File: src/rtl/assert_macros.svh
// Assertion macros for the files that check their own logic.
`ifndef ASSERT_MACROS_SVH
`define ASSERT_MACROS_SVH

// Same-cycle implication, clocked on clk and disabled while arst_n is low.
`define STX_ASSERT_IMP(label, ante, cons, msg) \
	label: assert property (@(posedge clk) disable iff (!arst_n) (ante) |-> (cons)) \
		else $error(msg);

// Next-cycle implication, clocked on clk and disabled while arst_n is low.
`define STX_ASSERT_NXT(label, ante, cons, msg) \
	label: assert property (@(posedge clk) disable iff (!arst_n) (ante) |=> (cons)) \
		else $error(msg);

`endif

File: src/rtl/stx_pkg.sv
// Package with the mixing constants, datapath operation codes and status type.
package stx_pkg;

	localparam logic [63:0] K_LEN_MUL  = 64'h9E3779B185EBCA87;
	localparam logic [63:0] K_B_INIT   = 64'hD6E8FEB86659FD93;
	localparam logic [63:0] K_A_POS    = 64'h00000100000001B3;
	localparam logic [63:0] K_A_MUL    = 64'h94D049BB133111EB;
	localparam logic [63:0] K_B_POS    = 64'hA24BAED4963EE407;
	localparam logic [63:0] K_B_MUL    = 64'hC2B2AE3D27D4EB4F;
	localparam logic [63:0] K_EMIT_POS = 64'h9E3779B97F4A7C15;

	localparam logic CFG_SEED_A = 1'b0;
	localparam logic CFG_SEED_B = 1'b1;

	typedef logic [4:0] op_t;

	localparam op_t OP_NONE        = 5'd0;
	localparam op_t OP_LOAD        = 5'd1;
	localparam op_t OP_ABS_MIX     = 5'd2;
	localparam op_t OP_MUL_A_START = 5'd3;
	localparam op_t OP_MUL_A_WAIT  = 5'd4;
	localparam op_t OP_MUL_B_START = 5'd5;
	localparam op_t OP_MUL_B_WAIT  = 5'd6;
	localparam op_t OP_RD_A        = 5'd7;
	localparam op_t OP_RD_B        = 5'd8;
	localparam op_t OP_RD_C        = 5'd9;
	localparam op_t OP_PACK        = 5'd10;
	localparam op_t OP_EM_MIX_A    = 5'd11;
	localparam op_t OP_EM_MIX_B    = 5'd12;
	localparam op_t OP_MUL_E_START = 5'd13;
	localparam op_t OP_MUL_E_WAIT  = 5'd14;
	localparam op_t OP_MUL_P_START = 5'd15;
	localparam op_t OP_MUL_P_WAIT  = 5'd16;
	localparam op_t OP_EMIT        = 5'd17;

	typedef struct packed {
		logic mul_done;
		logic mul_busy;
		logic last_pos;
		logic out_free;
	} sts_t;

endpackage

File: src/rtl/stx_ctrl.sv
// Controller state machine sequencing byte absorb and the emit walk.
module stx_ctrl
	import stx_pkg::*;
(
	input  logic clk,
	input  logic arst_n,
	input  logic byte_valid,
	input  sts_t sts,
	output logic byte_ready,
	output op_t  op
);

	localparam logic [4:0] S_IDLE      = 5'd0;
	localparam logic [4:0] S_ABS_MIX   = 5'd1;
	localparam logic [4:0] S_ABS_MULA  = 5'd2;
	localparam logic [4:0] S_ABS_WAITA = 5'd3;
	localparam logic [4:0] S_ABS_MULB  = 5'd4;
	localparam logic [4:0] S_ABS_WAITB = 5'd5;
	localparam logic [4:0] S_RD_A      = 5'd6;
	localparam logic [4:0] S_RD_B      = 5'd7;
	localparam logic [4:0] S_RD_C      = 5'd8;
	localparam logic [4:0] S_PACK      = 5'd9;
	localparam logic [4:0] S_MIX_A     = 5'd10;
	localparam logic [4:0] S_MIX_B     = 5'd11;
	localparam logic [4:0] S_MUL_E     = 5'd12;
	localparam logic [4:0] S_WAIT_E    = 5'd13;
	localparam logic [4:0] S_MUL_P     = 5'd14;
	localparam logic [4:0] S_WAIT_P    = 5'd15;
	localparam logic [4:0] S_EMIT      = 5'd16;

	logic [4:0] state_q;
	logic [4:0] state_n;

	assign byte_ready = (state_q == S_IDLE);

	always_comb begin
		state_n = state_q;
		op      = OP_NONE;
		case (state_q)
			S_IDLE: begin
				if (byte_valid) begin
					op      = OP_LOAD;
					state_n = S_ABS_MIX;
				end
			end
			S_ABS_MIX: begin
				op      = OP_ABS_MIX;
				state_n = S_ABS_MULA;
			end
			S_ABS_MULA: begin
				op      = OP_MUL_A_START;
				state_n = S_ABS_WAITA;
			end
			S_ABS_WAITA: begin
				op = OP_MUL_A_WAIT;
				if (sts.mul_done) begin
					state_n = S_ABS_MULB;
				end
			end
			S_ABS_MULB: begin
				op      = OP_MUL_B_START;
				state_n = S_ABS_WAITB;
			end
			S_ABS_WAITB: begin
				op = OP_MUL_B_WAIT;
				if (sts.mul_done) begin
					state_n = sts.last_pos ? S_RD_A : S_IDLE;
				end
			end
			S_RD_A: begin
				op      = OP_RD_A;
				state_n = S_RD_B;
			end
			S_RD_B: begin
				op      = OP_RD_B;
				state_n = S_RD_C;
			end
			S_RD_C: begin
				op      = OP_RD_C;
				state_n = S_PACK;
			end
			S_PACK: begin
				op      = OP_PACK;
				state_n = S_MIX_A;
			end
			S_MIX_A: begin
				op      = OP_EM_MIX_A;
				state_n = S_MIX_B;
			end
			S_MIX_B: begin
				op      = OP_EM_MIX_B;
				state_n = S_MUL_E;
			end
			S_MUL_E: begin
				op      = OP_MUL_E_START;
				state_n = S_WAIT_E;
			end
			S_WAIT_E: begin
				op = OP_MUL_E_WAIT;
				if (sts.mul_done) begin
					state_n = S_MUL_P;
				end
			end
			S_MUL_P: begin
				op      = OP_MUL_P_START;
				state_n = S_WAIT_P;
			end
			S_WAIT_P: begin
				op = OP_MUL_P_WAIT;
				if (sts.mul_done) begin
					state_n = S_EMIT;
				end
			end
			S_EMIT: begin
				if (sts.out_free) begin
					op      = OP_EMIT;
					state_n = sts.last_pos ? S_IDLE : S_RD_A;
				end
			end
			default: begin
				state_n = S_IDLE;
			end
		endcase
	end

	always_ff @(posedge clk or negedge arst_n) begin
		if (!arst_n) begin
			state_q <= S_IDLE;
		end else begin
			state_q <= state_n;
		end
	end

endmodule

File: config.mk
export PLATFORM = sky130hd
export DESIGN_NAME = stx_ctrl
export DESIGN_NICKNAME = d
export VERILOG_FILES = /design/src/rtl/assert_macros.svh /design/src/rtl/stx_pkg.sv /design/src/rtl/stx_ctrl.sv
export SDC_FILE = /design/constraint.sdc
export NUM_CORES = 1
export LEC_CHECK = 0
export ABC_AREA = 1
export BUFFER_PORTS_ARGS = -buffer_cell sky130_fd_sc_hd__buf_2
export CORE_AREA = 2 2 39 41
export CTS_BUF_LIST = sky130_fd_sc_hd__clkbuf_16
export CTS_CLUSTER_DIAMETER = 200
export DETAILED_ROUTE_END_ITERATION = 10
export DIE_AREA = 0 0 41 43
export GPL_TIMING_DRIVEN = 0
export PLACE_DENSITY = 0.62
export SETUP_SLACK_MARGIN = 0.1
export SLEW_MARGIN = 25
export SYNTH_ARGS = -nofsm -noshare
export SYNTH_HDL_FRONTEND = slang
export SYNTH_SLANG_ARGS = --single-unit
export TNS_END_PERCENT = 100
File: constraint.sdc
create_clock -name clk -period 2.4 [get_ports clk]
set_input_delay 0.36 -clock clk [delete_from_list [all_inputs] [get_ports clk]]
set_output_delay 0.36 -clock clk [all_outputs]
set_load 0.02 [all_outputs]
# Word level (Yosys, flattened, before mapping)
# Cells that the tools add are included.
# word_totals
register_bits	5
latchBits	0
mem_bits_rw	0
romBits	0
inputBits	7
output_inout_bits	6
word_cells	37
mem_count	0
# classes
addsub	0
n_mul	0
div	0
n_lt_le_gt_ge	0
eq_ne	22
n_shift	0
muxes	12
bitwise_logic	0
reduce_logical	2
# ops
operator	count
$pmux W5 S17	2
$eq A5 B4 Y1 const B	8
$mux W5	7
$eq A5 B3 Y1 const B	4
$ne A2 B2 Y1 const B	6
$eq A5 B2 Y1 const B	2
$mux W3	2
$reduce_and A6 Y1	1
$eq A5 B1 Y1 const B	1
$eq A5 B5 Y1 const B	1
$logic_not A5 Y1	1
$mux W1	1

# Depth between registers and ports, before layout
# logic_depth
word_depth	3
ltp_mapped	9
mapped_depth_nobuf	9

# Worst setup path after synthesis
# OpenSTA, ideal clock, no wires.
# synth_timing
path_type	reg2out
startpoint	register state_q[2]
endpoint	output port op[0]
arrival_ps	1231
required_ps	2040
setup_slack_ps	809
stages_incl_launch_ff	9
n_path_buf	0
cell_sequence	dfrtp_1 nor2_2 nand2_1 nor2_4 nand2_1 nand2_2 inv_2 nand2_4 o21ai_1
# synth_between
elab_chain_len	2
word_cells_on_any_way	18
cone_classes	eq/ne (16); mux (1); reduce/logical (1)
# synth_rtl
element	line	source
from (decl)	stx_ctrl.sv:31	logic [4:0] state_q;
from (signal assigned)	stx_ctrl.sv:130	state_q <= state_n;
$logic_not A5 Y1	--	
named net byte_ready	stx_ctrl.sv:9	output logic byte_ready,
$pmux W5 S17	stx_ctrl.sv:39	case (state_q)
to (decl)	stx_ctrl.sv:10	output op_t op
# The timed path passes the listed nets, and every way through them passes these cells.

# Worst setup path in the final report
# layout_timing
startpoint	register state_q[3]
endpoint	output port op[3]
# layout_between
elab_chain_len	2
word_cells_on_any_way	18
cone_classes	eq/ne (16); mux (1); reduce/logical (1)
# layout_rtl
element	line
$eq A5 B5 Y1, or another cell as far along	stx_ctrl.sv:39
$pmux W5 S17 (*)	stx_ctrl.sv:39
# Mark *: on every way between the ends. The rest lies on a longest branch, timed or not.

==> flow_metrics.tcl <==
set metrics [dict create \
    status "complete, no violations" \
    yosysSeqAreaShare_pct 26.25 \
    switchingPower_mw 0.4268 \
    fin_crit_sh_pct 78.60 \
    ctsRootBufferMaster "clkbuf_16" \
    via_count 495 \
    initial_core_util_pct 34.45 \
    p_sw_share_pct 45.50 \
    synth.top_cell.area_share_pct 26.25 \
    final_max_slew_viol_count 0 \
    rsz0062_at_grt "no" \
    ys_seq_elements 5 \
    netlist_top_cells_area "dfrtp_1 26%, nand2_1 22%, inv_1 9.4%" \
    power.leakage_nw 0.3911 \
    synth_edf_count 0 \
    path_class "flop to output pin" \
    drt_first_pass_iters 4 \
    final_nets 106 \
    clkSlewWorstSetupHoldPaths_ns 0.03 \
    critPathMaxFanout 5 \
    boundaryPins 13 \
    p_comb_share_pct 53.9 \
    register_area_um2 125.1 \
    grt_pass1_wl_mm 1.800 \
    fin_skew_ns 0.001097 \
    ant_nets 0 \
    numClockSinks 5 \
    fin_cells 114 \
    tns_ns 0 \
    rows 14 \
    drc 0 \
    cts_tree "done" \
    ys_types 18 \
    netlist_top_cells_count "28 x nand2_1, 12 x inv_1, 9 x nor2_1" \
    slowest_delay_ns 0.42 \
    antenna_found_initial 0 \
    synth-main-ff-cell "dfrtp_1" \
    syn2layout_area_growth_pct 34.38 \
    n_antenna_cell 0 \
    hold_viol_final 0 \
    hold_buffers 1 \
    hold_class "primary input to flop" \
    routabilityCongestion 0.7883 \
    grt_pass1_vias 474 \
    dieArea_um2 1763 \
    min_period_ns 1.886 \
    ir_worst_vdd_mv 0.7043 \
    port_buffers 11 \
    syn_nets 89 \
    drt_iter0_markers 11 \
    syn_inst 82 \
    crit_path_end_kind "output pin" \
    dp_cells 109 \
    chipWidth_um 41 \
    cts-buffers-inserted 3 \
    htree_levels 1 \
    max-slew-margin-rel_pct 83.69 \
    seqPwrFrac_pct 18.0 \
    largest_reg_flops 5 \
    cp.required_ns 2.04 \
    syn_area_um2 476.7 \
    top_regs "state_q: 5 flops" \
    avgSynthCellArea_um2 5.814 \
    timing.fmax_mhz 530.1 \
    grt_overflow 0 \
    post_cts_resized 0 \
    start_kind "flop" \
    yosysMostFrequentCell "nand2_1" \
    p_per_area_nw_per_um2 1464 \
    arrival_ns 1.53 \
    path_cells "inv_1 > nand2_1 > nor2_1 > nand2_1 > and2_1 > inv_1 > buf_4 > buf_2" \
    p_int_mw 0.5112 \
    largest-register "state_q" \
    drt_wl_total_mm 1.007 \
    fillers 150 \
    design.core.area_um2 1384 \
    multi_input_area_um2 287.8 \
    hpwl_um 831 \
    track_usage_pct 15.66 \
    clockPowerShare_pct 28.1 \
    async_reset_ff_share_pct 100.0 \
    post_cts_buffers 0 \
    worst_pin_slew_ns 0.2438 \
    yosysTopAreaCell "dfrtp_1" \
    setup_viol 0 \
    regToRegSetupSlack_ns 1.07 \
    grt_max_degree 8 \
    die_h_um 43 \
    via_per_inst 4.342 \
    cap_violations 0 \
    final_layout_size_suffix_gt1_share_pct 25.51 \
    cp_slowest_cell "dfrtp_1" \
    ys_warn_count 0 \
    clock_latency_ns 0.22 \
    avgRoutedWirePerCell_um 8.833 \
    clockBufferDepth 2 \
]
-- routing by layer --
metal	vias up	GRT usage, %	wire [um]
met5	-	0	0
met4	0	11.33	0
met3	0	5.236	16
met2	5	21.25	507
met1	208	19.67	483
li1	282	-	-
-- cell families after synthesis --
kind of cell | Yosys count | share of synthesized area, %
flip-flops | 5 | 26.25
buffers and inverters | 16 | 13.39
AO/OA/AOI/OAI | 8 | 8.924
AND/OR/NAND/NOR | 53 | 51.44
-- critical path: cells and delay by family, from the launching register on --
| kind | cells | cell delay, ns |
|---|---|---|
| buffers and inverters | 4 | 0.36 |
| DFF | 1 | 0.42 |
| and+or+nand+nor | 4 | 0.51 |
-- stage by stage --
step	total power [mW]	area, um^2	setup WS [ns]	hold WS [ns]	utilization [%]
after floorplan	0.5519	476.7	0.8086	0.06441	-
after global placement	0.6692	551.8	0.7544	0.1753	39.87
after detailed placement	0.6751	551.8	0.7363	0.1754	39.87
after CTS	0.9496	640.6	0.4956	0.4420	46.29
after global routing	1.025	640.6	0.3446	0.4633	46.29
final	0.9380	640.6	0.5137	0.4398	46.29
-- cell usage in the layout, fill, tap and decap left out, drive strengths merged --
master       count
nor2            12
o21bai           1
o21ai            4
clkbuf           3
dfrtp            5
and2             1
buf             12
nand2           31
a21oi            3
nand3            7
nand4            2
inv             16
dlygate4sd3      1
-- final timing paths --
kind / cells past startpoint / to / start
worst max-delay path: 8 / op[3] / state_q[3]
worst min-delay path: 3 / state_q[3] / sts[3]
worst max register to register: 9 / state_q[2] / state_q[1]
worst min register to register: 2 / state_q[1] / state_q[1]
max in group asynchronous: 2 / state_q[4] / arst_n
min in group asynchronous: 2 / state_q[1] / arst_n
-- layout make-up --
| cell class | count | share of cell area (%) |
|---|---|---|
| Multi-Input combinational cell | 61 | 44.92 |
| Sequential cell | 5 | 19.53 |
| Clock buffer | 3 | 11.72 |
| Timing Repair Buffer | 12 | 10.16 |
| Inverter | 15 | 8.789 |
| Tap cell | 16 | 3.125 |
| Buffer | 1 | 1.172 |
| Clock inverter | 1 | 0.5859 |
-- power by group through the flow --
stage               combinational, mW  clock (mW)  sequential, mW
floorplan                       0.396           0           0.156
global placement                0.502           0           0.168
detailed placement              0.506           0           0.169
CTS                             0.511       0.270           0.169
global route                    0.575       0.275           0.175
finish                          0.506       0.264           0.169
Power figures use the tool's default switching activity.
